File: config.mk
export PLATFORM = sky130hd
export DESIGN_NAME = npcm_ctrl
export DESIGN_NICKNAME = d
export VERILOG_FILES = /design/src/rtl/npcm_pkg.sv /design/src/rtl/npcm_ctrl.sv
export SDC_FILE = /design/constraint.sdc
export NUM_CORES = 1
export LEC_CHECK = 0
export BUFFER_PORTS_ARGS = -buffer_cell sky130_fd_sc_hd__clkbuf_2
export CORE_AREA = 3 3 40 42
export DETAILED_ROUTE_END_ITERATION = 12
export DIE_AREA = 0 0 43 45
export SYNTH_ARGS = -nofsm -noshare
export SYNTH_HDL_FRONTEND = slang
export SYNTH_SLANG_ARGS = --single-unit
File: constraint.sdc
create_clock -name clk -period 2.9 [get_ports clk]
set_input_delay 0.58 -clock clk [delete_from_list [all_inputs] [get_ports clk]]
set_output_delay 0.58 -clock clk [all_outputs]
set_load 0.05 [all_outputs]
File: src/rtl/npcm_pkg.sv
package npcm_pkg;

	localparam int ENTRIES   = 256;
	localparam int FRAC_BITS = 14;

	localparam int ADDR_W = $clog2(ENTRIES);
	localparam int IDX_W  = 8;
	localparam int CNT_W  = 9;
	localparam int VEC_W  = 16;
	localparam int BYTE_W = 8;
	localparam int DEC_W  = 10;
	localparam int PROD_W = VEC_W + DEC_W;
	localparam int DOT_W  = PROD_W + 2;
	localparam int CMD_W  = 3;

	localparam logic signed [VEC_W-1:0] ONE      = VEC_W'(2 ** FRAC_BITS);
	localparam logic signed [DOT_W-1:0] BEST_INIT = -DOT_W'(255 * (2 ** FRAC_BITS));
	localparam logic [CNT_W-1:0]        CNT_MAX   = CNT_W'(ENTRIES);

	localparam logic [CMD_W-1:0] CMD_WR_ENC  = 3'd0;
	localparam logic [CMD_W-1:0] CMD_WR_RAW  = 3'd1;
	localparam logic [CMD_W-1:0] CMD_SET_CNT = 3'd2;
	localparam logic [CMD_W-1:0] CMD_QUERY   = 3'd3;
	localparam logic [CMD_W-1:0] CMD_READ    = 3'd4;

	typedef struct packed {
		logic capture;
		logic mem_wr_enc;
		logic mem_wr_raw;
		logic set_count;
		logic clr_res;
		logic scan_en;
		logic load_entry;
		logic out_load;
	} dp_ctrl_t;

	typedef struct packed {
		logic [CMD_W-1:0] cmd;
		logic             count_zero;
		logic             scan_last;
		logic             pipe_busy;
		logic             out_free;
	} dp_stat_t;

	function automatic logic signed [VEC_W-1:0] clamp_one(input logic signed [VEC_W-1:0] q);
		logic signed [VEC_W-1:0] r;
		if (q > ONE)
			r = ONE;
		else if (q < -ONE)
			r = -ONE;
		else
			r = q;
		return r;
	endfunction

	function automatic logic [BYTE_W-1:0] encode_comp(input logic signed [VEC_W-1:0] q);
		logic signed [VEC_W:0] s;
		logic [VEC_W+BYTE_W:0] p;
		s = (VEC_W+1)'(q) + (VEC_W+1)'(ONE);
		p = {unsigned'(s), 8'd0} - {8'd0, unsigned'(s)};
		return p[FRAC_BITS+BYTE_W -: BYTE_W];
	endfunction

	function automatic logic signed [DEC_W-1:0] decode_comp(input logic [BYTE_W-1:0] c);
		return $signed({1'b0, c, 1'b0}) - 10'sd255;
	endfunction

endpackage

File: src/rtl/npcm_ctrl.sv
module npcm_ctrl (
	input  logic                clk,
	input  logic                arst_n,
	input  logic                s_tvalid,
	output logic                s_tready,
	input  npcm_pkg::dp_stat_t  stat,
	output npcm_pkg::dp_ctrl_t  ctrl
);

	localparam logic [2:0] ST_IDLE  = 3'd0;
	localparam logic [2:0] ST_EXEC  = 3'd1;
	localparam logic [2:0] ST_SCAN  = 3'd2;
	localparam logic [2:0] ST_DRAIN = 3'd3;
	localparam logic [2:0] ST_READ  = 3'd4;
	localparam logic [2:0] ST_DONE  = 3'd5;

	logic [2:0] state_q, state_d;

	always_ff @(posedge clk or negedge arst_n) begin
		if (!arst_n)
			state_q <= ST_IDLE;
		else
			state_q <= state_d;
	end

	assign s_tready = (state_q == ST_IDLE);

	always_comb begin
		state_d = state_q;
		ctrl    = '0;
		case (state_q)
			ST_IDLE: begin
				if (s_tvalid) begin
					ctrl.capture = 1'b1;
					state_d      = ST_EXEC;
				end
			end
			ST_EXEC: begin
				ctrl.clr_res = 1'b1;
				state_d      = ST_DONE;
				case (stat.cmd)
					npcm_pkg::CMD_WR_ENC:  ctrl.mem_wr_enc = 1'b1;
					npcm_pkg::CMD_WR_RAW:  ctrl.mem_wr_raw = 1'b1;
					npcm_pkg::CMD_SET_CNT: ctrl.set_count  = 1'b1;
					npcm_pkg::CMD_QUERY: begin
						if (!stat.count_zero)
							state_d = ST_SCAN;
					end
					npcm_pkg::CMD_READ:    state_d = ST_READ;
					default:               state_d = ST_DONE;
				endcase
			end
			ST_SCAN: begin
				ctrl.scan_en = 1'b1;
				if (stat.scan_last)
					state_d = ST_DRAIN;
			end
			ST_DRAIN: begin
				if (!stat.pipe_busy)
					state_d = ST_DONE;
			end
			ST_READ: begin
				ctrl.load_entry = 1'b1;
				state_d         = ST_DONE;
			end
			ST_DONE: begin
				if (stat.out_free) begin
					ctrl.out_load = 1'b1;
					state_d       = ST_IDLE;
				end
			end
			default: state_d = ST_IDLE;
		endcase
	end

endmodule

==> out/qor.yml, run 1 <==
power_and_ir_drop:
  leakage_nw: 0.205
  p_int_mw: 0.197
  p_sw_mw: 0.245
  p_sw_frac: 0.554
  power_frac_seq: 0.228
  p_comb_frac: 0.601
  p_clk_frac: 0.170
  power_density_nw_per_um2: 1030
  ir_drop_v: 0.000352
floorplan:
  fp.dieH_um: 45
  dieArea_sq_um: 1940
  core-area_sq_um: 1280
  fp-row-count: 13
  die_w_um: 43
  initial_core_util: 0.249
  ios: 19
yosys:
  synth_edf_count: 0
  synth_cell_types: 26
  synth-seq-cells: 3
  async_flop_share: 1.00
  syn-cell-area_sq_um: 320
  avgSynthCellArea_sq_um: 8.43
  synth_top_cells_by_area: "dfrtp_1, nor3b_2, buf_6"
  ys.flop_type: "dfrtp_1"
  synthCells: 38
  synth_top_area_share: 0.234
  synth_top_area_cell: "dfrtp_1"
  ys_seq_area_frac: 0.234
  synthesis.nets: 48
  yosys_warnings: 0
routing:
  first_pass_iters: 4
  wl_per_cell_um: 10.4
  num_vias: 339
  drtIter0Drc: 5
  via_per_inst: 4.71
  drt-total-wl_um: 752
  ant_nets: 0
  post-route-drc-count: 0
timing:
  worst-slew-pin-transition_ns: 0.327
  relSlewSlack: 0.782
  hold_violations: 0
  clock.fmax_ghz: 0.432
  period_minus_slack_ns: 2.32
  clock-skew-final_ns: 0.00382
  period_share: 0.798
  finalSetupViolations: 0
  slew_viol_final: 0
  fin_setup_tns_ns: 0
  rsz0062_at_grt: "false"
cts:
  cts-root-buf: "clkbuf_4"
  htreeDepth: 1
  cts_buffers: 3
  clk_latency_ns: 0.24
  clk_pin_slew_ns: 0.04
  cts_hold_buffers: 0
  clk_path_buf_depth: 2
  numClockSinks: 3
  post_cts_buffers: 0
  cts_tree: "built"
  cts_resized: 0
cells_and_area:
  top_register: "state_q"
  diodes: 0
  largest_reg_flops: 3
  drive_gt1_frac: 0.456
  syn_to_final_growth_pct: 33.6
  nets: 68
  nFillCells: 153
  reg_top3: "state_q: 3 flops"
  layout_common_cells: "clkbuf_2, nor3_1, nor2_1, clkbuf_4, dfrtp_1"
  final_common_cell: "clkbuf_2"
  layoutNonFillerInstCount: 72
global_route:
  overflow: 0
  grt_pass1_vias: 309
  grt_pass1_wl_um: 1240
  grt_usage: 0.0860
  grt_antenna_before_repair: 0
  grt_max_degree: 12
place:
  portBuffers: 18
  dp.cells: 68
  place.gp.congestion: 0.733
  hpwl_um: 585
critical_path:
  timing.rr.start: "state_q[0]"
  cp-end-kind: "primary output"
  crit_fanout: 11
  required_ns: 2.32
  cp_cell_sequence: "nand2b_4, or3_4, nor3b_2, clkbuf_2"
  cp.arrival_ns: 1.74
  reg2reg_to: "state_q[0]"
  worst-r2r-cell-count: 3
  cp-start-kind: "flip-flop"
  critPathBufInv: 1
  slowest_stage: "dfrtp_1"
  critPathCapture: "ctrl[5]"
  crit_cells: 4
  cp_top_family: "simple AND/OR/NAND/NOR gates"
  slowest_delay_ns: 0.48
  r2r_slack_ns: 1.72
  critical_path_class: "reg2out"
  startpoint: "state_q[1]"
worst_hold_path:
  hold_class: "in2async"
outcome:
  run_status: "completed"
job:
  maxCapViolations: 0
layout make-up:
class | instances | area, sq um | area share
inverters | 2 | 7.51 | 0.0175
well taps | 15 | 18.8 | 0.0439
clock buffers | 4 | 26.3 | 0.0614
multi-input cells | 30 | 210 | 0.491
flip-flops and latches | 3 | 75.1 | 0.175
repair buffers | 18 | 90.1 | 0.211
cell usage after synthesis (all sizes together) (2+ instances only):
library cell	count
a21oi	2
nand2	2
buf	3
nor3b	3
inv	2
dfrtp	3
nor3	3
nor2	3
o21ai	3
nand2b	2
worst min-delay path by stage:
stage,end,slack (ns),cells past startpoint
after floorplan,state_q[0],0.28,0
after global placement,state_q[1],0.38,1
after detailed placement,state_q[0],0.38,1
after CTS,state_q[1],0.12,1
after global routing,state_q[2],0.13,1
final,state_q[1],0.13,1
per-layer routing:
metal	routed length (um)	track usage	part of all wire
met3	74	0.00398	0.098
met4	23	0.0904	0.031
met1	315	0.102	0.42
met5	0	0	0
met2	337	0.135	0.45
logic make-up after synthesis:
kind of cell | count (synthesis) | synth area share
AOI/OAI and AO/OA | 10 | 0.203
buffers and inverters | 5 | 0.109
DFF | 3 | 0.234
and+or+nand+nor | 20 | 0.453
power groups by stage:
| stage | logic, mW | registers (mW) | clock network, mW |
|---|---|---|---|
| final | 0.266 | 0.101 | 0.0753 |
| after global routing | 0.288 | 0.107 | 0.0802 |
| after CTS | 0.269 | 0.101 | 0.0783 |
| after detailed placement | 0.268 | 0.102 | 0 |
| after global placement | 0.266 | 0.102 | 0 |
| after floorplan | 0.274 | 0.0654 | 0 |
stage by stage:
stage / setup slack (ns) / util / hold slack, ns / cell area [sq um] / total power, mW
2_1_floorplan: 0.113 / - / 0.284 / 320 / 0.340
3_3_place_gp: 0.811 / 0.313 / 0.377 / 402 / 0.368
3_5_place_dp: 0.777 / 0.313 / 0.377 / 402 / 0.370
4_1_cts: 0.559 / 0.333 / 0.122 / 428 / 0.448
5_1_grt: 0.485 / 0.333 / 0.128 / 428 / 0.475
6_report: 0.585 / 0.333 / 0.127 / 428 / 0.442
Note: power is estimated with default switching activity, not from simulation.
==> run 2, diff against run 1 <==
clock period = 2.3 ns   (was 2.9 ns; I/O delays follow)
==> out/qor.yml, run 2 (synthesized netlist as in run 1, its figures left out) <==
critical_path:
  timing.rr.start: "state_q[0]"
  cp.arrival_ns: 1.73
  crit_fanout: 11
  cp-end-kind: "primary output"
  required_ns: 1.84
  critical_path_class: "reg2out"
  reg2reg_to: "state_q[0]"
  critPathCapture: "ctrl[5]"
  r2r_slack_ns: 1.11
  startpoint: "state_q[1]"
  cp-start-kind: "flip-flop"
  worst-r2r-cell-count: 3
global_route:
  grt_antenna_before_repair: 0
  grt_pass1_vias: 281
  grt_usage: 0.0751
  grt_pass1_wl_um: 1120
  grt_max_degree: 12
  overflow: 0
cts:
  clk_path_buf_depth: 2
  clk_pin_slew_ns: 0.04
  cts_buffers: 3
  cts_resized: 0
  post_cts_buffers: 0
  cts-root-buf: "clkbuf_4"
  numClockSinks: 3
  cts_tree: "built"
  cts_hold_buffers: 0
  clk_latency_ns: 0.23
  htreeDepth: 1
timing:
  hold_violations: 0
  relSlewSlack: 0.773
  clock-skew-final_ns: 0.00431
  holdWs_ns: 0.00968
  rsz0062_at_grt: "false"
  clock.fmax_ghz: 0.457
  fin_setup_tns_ns: 0
  period_share: 0.952
  finalSetupViolations: 0
  worst-slew-pin-transition_ns: 0.341
  slew_viol_final: 0
  period_minus_slack_ns: 2.19
cells_and_area:
  top_register: "state_q"
  drive_gt1_frac: 0.491
  fin_util: 0.341
  syn_to_final_growth_pct: 36.7
  diodes: 0
  nFillCells: 143
  largest_reg_flops: 3
  final_common_cell: "clkbuf_2"
  layout_common_cells: "clkbuf_2, nor2_1, clkbuf_4, dfrtp_1"
  reg_top3: "state_q: 3 flops"
  nets: 68
  design_area_sq_um: 438
place:
  hpwl_um: 582
  portBuffers: 18
  place.gp.congestion: 0.761
  place_area_sq_um: 412
power_and_ir_drop:
  power_mw: 0.561
  p_comb_frac: 0.606
  power_density_nw_per_um2: 1280
  p_sw_mw: 0.310
  p_sw_frac: 0.553
  ir_drop_v: 0.000513
  p_int_mw: 0.251
  p_clk_frac: 0.166
  leakage_nw: 0.207
  power_frac_seq: 0.229
worst_hold_path:
  hold_class: "in2async"
floorplan:
  core-area_sq_um: 1280
  die_w_um: 43
  dieArea_sq_um: 1940
  ios: 19
  fp.dieH_um: 45
  fp-row-count: 13
  initial_core_util: 0.249
routing:
  wl_per_cell_um: 9.92
  drtIter0Drc: 4
  num_vias: 342
  first_pass_iters: 4
  via_per_inst: 4.75
  drt-total-wl_um: 714
  post-route-drc-count: 0
  ant_nets: 0
outcome:
  run_status: "completed"
job:
  maxCapViolations: 0
run 2: metrics by stage:
stage	setup slack (ns)	cells
after floorplan	0.105	38
after global placement	0.375	68
after detailed placement	0.347	68
after CTS	0.0930	72
after global routing	0.0173	72
final	0.111	72
run 2: power groups by stage:
stage          Clock, mW  Combinational [mW]  Sequential, mW
5_1_grt           0.0976               0.366           0.137
6_report          0.0929               0.340           0.128
2_1_floorplan          0               0.352          0.0825
3_3_place_gp           0               0.342           0.128
4_1_cts           0.0959               0.342           0.130
3_5_place_dp           0               0.341           0.130
run 2: worst min path at each step:
stage	end
after floorplan	state_q[0]
after global placement	state_q[2]
after detailed placement	state_q[2]
after CTS	state_q[0]
after global routing	state_q[1]
final	state_q[0]
run 2: layer usage:
layer / part of all wire / vias to the layer above / GRT usage
met2: 0.43 / 17 / 0.108
met3: 0.098 / 2 / 0.00797
met4: 0.022 / 0 / 0.0542
li1: - / 174 / -
met5: 0 / - / 0
met1: 0.44 / 149 / 0.104
run 2: layout make-up:
cell class	count	area, sq um	area share
multi-input combinational	30	220	0.503
timing repair buffer	18	90.1	0.206
sequential	3	75.1	0.171
clock buffer	4	26.3	0.0600
tap	15	18.8	0.0429
inverter	2	7.51	0.0171
run 2: critical path, cell delays in order, from the launching register on:
cell and delay [ns]:
dfrtp_1 0.48, nand2b_4 0.19, or3_4 0.35, nor3b_2 0.17, clkbuf_2 0.29
==> run 3, diff against run 2 <==
CELL_PAD_IN_SITES_DETAIL_PLACEMENT = 1   (was default)
CELL_PAD_IN_SITES_GLOBAL_PLACEMENT = 2   (was default)
CORE_AREA = default   (was 3 3 40 42)
CORE_MARGIN = 3   (was default)
CORE_UTILIZATION = 20   (was default)
DIE_AREA = default   (was 0 0 43 45)
PLACE_DENSITY_LB_ADDON = 0.1   (was default)
SLEW_MARGIN = 40   (was default)
==> out/qor.yml, run 3 (synthesized netlist as in run 1, its figures left out) <==
timing:
  hold_violations: 0
  finalSetupViolations: 0
  rsz0062_at_grt: "false"
  relSlewSlack: 0.760
  clock.fmax_ghz: 0.450
  clock-skew-final_ns: 0.000585
  fin_setup_tns_ns: 0
  worst-slew-pin-transition_ns: 0.360
  slew_viol_final: 0
  period_share: 0.967
  period_minus_slack_ns: 2.22
critical_path:
  required_ns: 1.84
  cp-start-kind: "flip-flop"
  cp_cell_sequence: "nand2b_4, or3_4, nor3b_2, clkbuf_2"
  slowest_delay_ns: 0.50
  cp-end-kind: "primary output"
  cp_top_family: "simple AND/OR/NAND/NOR gates"
  critPathBufInv: 1
  crit_cells: 4
  crit_fanout: 11
  critical_path_class: "reg2out"
  slowest_stage: "dfrtp_1"
  worst-r2r-cell-count: 3
  cp.arrival_ns: 1.76
cts:
  cts_tree: "built"
  cts-root-buf: "clkbuf_4"
  post_cts_buffers: 0
  numClockSinks: 3
  clk_pin_slew_ns: 0.04
  clk_latency_ns: 0.23
  cts_resized: 0
  clk_path_buf_depth: 2
  htreeDepth: 1
  cts_buffers: 3
  cts_hold_buffers: 0
place:
  hpwl_um: 736
  portBuffers: 18
  place.gp.congestion: 0.697
  dp.cells: 68
global_route:
  grt_usage: 0.0985
  grt_pass1_vias: 328
  grt_pass1_wl_um: 1420
  grt_max_degree: 12
  overflow: 0
  grt_antenna_before_repair: 0
routing:
  wl_per_cell_um: 12.8
  drt-total-wl_um: 921
  num_vias: 340
  post-route-drc-count: 0
  first_pass_iters: 2
  via_per_inst: 4.72
  ant_nets: 0
  drtIter0Drc: 1
cells_and_area:
  syn_to_final_growth_pct: 36.7
  top_register: "state_q"
  nFillCells: 179
  nets: 68
  layout_common_cells: "clkbuf_2, nor2_1, clkbuf_4, dfrtp_1"
  final_common_cell: "clkbuf_2"
  drive_gt1_frac: 0.491
  diodes: 0
  fin_util: 0.313
  layoutNonFillerInstCount: 72
  largest_reg_flops: 3
  reg_top3: "state_q: 3 flops"
floorplan:
  dieArea_sq_um: 2120
  fp-row-count: 13
  die_w_um: 46.0
  initial_core_util: 0.229
  fp.dieH_um: 46.0
  ios: 19
  core-area_sq_um: 1400
outcome:
  run_status: "completed"
power_and_ir_drop:
  leakage_nw: 0.207
  power_density_nw_per_um2: 1300
  ir_drop_v: 0.000433
job:
  maxCapViolations: 0
worst_hold_path:
  hold_class: "in2async"
-- run 3: metrics by stage --
step	hold WS (ns)	setup WS (ns)	total power, mW	cell area, sq um
2_1_floorplan	0.164	0.105	0.435	330
3_3_place_gp	0.256	0.344	0.476	412
3_5_place_dp	0.261	0.328	0.483	412
4_1_cts	0.0102	0.0645	0.582	438
5_1_grt	0.0120	0.0141	0.613	438
6_report	0.0156	0.0754	0.571	438
-- run 3: worst reg2reg max path: stages, from the launching register on --
cell     delay [ns]
dfrtp_1        0.55
nor2b_2        0.25
o21ai_1        0.10
a32o_1         0.23
-- run 3: layer usage --
layer,part of all wire,GRT usage
met5,0,0
met4,0.015,0.0852
met1,0.46,0.128
met2,0.42,0.132
met3,0.099,0.0237
-- run 3: worst paths after layout --
kind                       slack [ns]        from    endpoint
max                              0.08  state_q[1]     ctrl[5]
min                              0.02      arst_n  state_q[1]
max reg2reg                      1.05  state_q[0]  state_q[0]
min reg2reg                      0.66  state_q[2]  state_q[1]
max in group asynchronous        2.18      arst_n  state_q[0]
min in group clk                 0.61     stat[0]  state_q[2]
-- run 3: power by group --
part | total [mW] | switching [mW] | internal [mW] | leakage [nW]
clock | 0.0936 | 0.0285 | 0.0651 | 0.0150
sequential | 0.132 | 0.0596 | 0.0722 | 0.0364
combinational | 0.345 | 0.232 | 0.114 | 0.156
total | 0.571 | 0.320 | 0.251 | 0.207
-- run 3: final cells by class --
| cell class | instances | area (sq um) | share of cell area |
|---|---|---|---|
| Timing Repair Buffer | 18 | 90.1 | 0.206 |
| Sequential cell | 3 | 75.1 | 0.171 |
| Inverter | 2 | 7.51 | 0.0171 |
| Clock buffer | 4 | 26.3 | 0.0600 |
| Multi-Input combinational cell | 30 | 220 | 0.503 |
| Tap cell | 15 | 18.8 | 0.0429 |
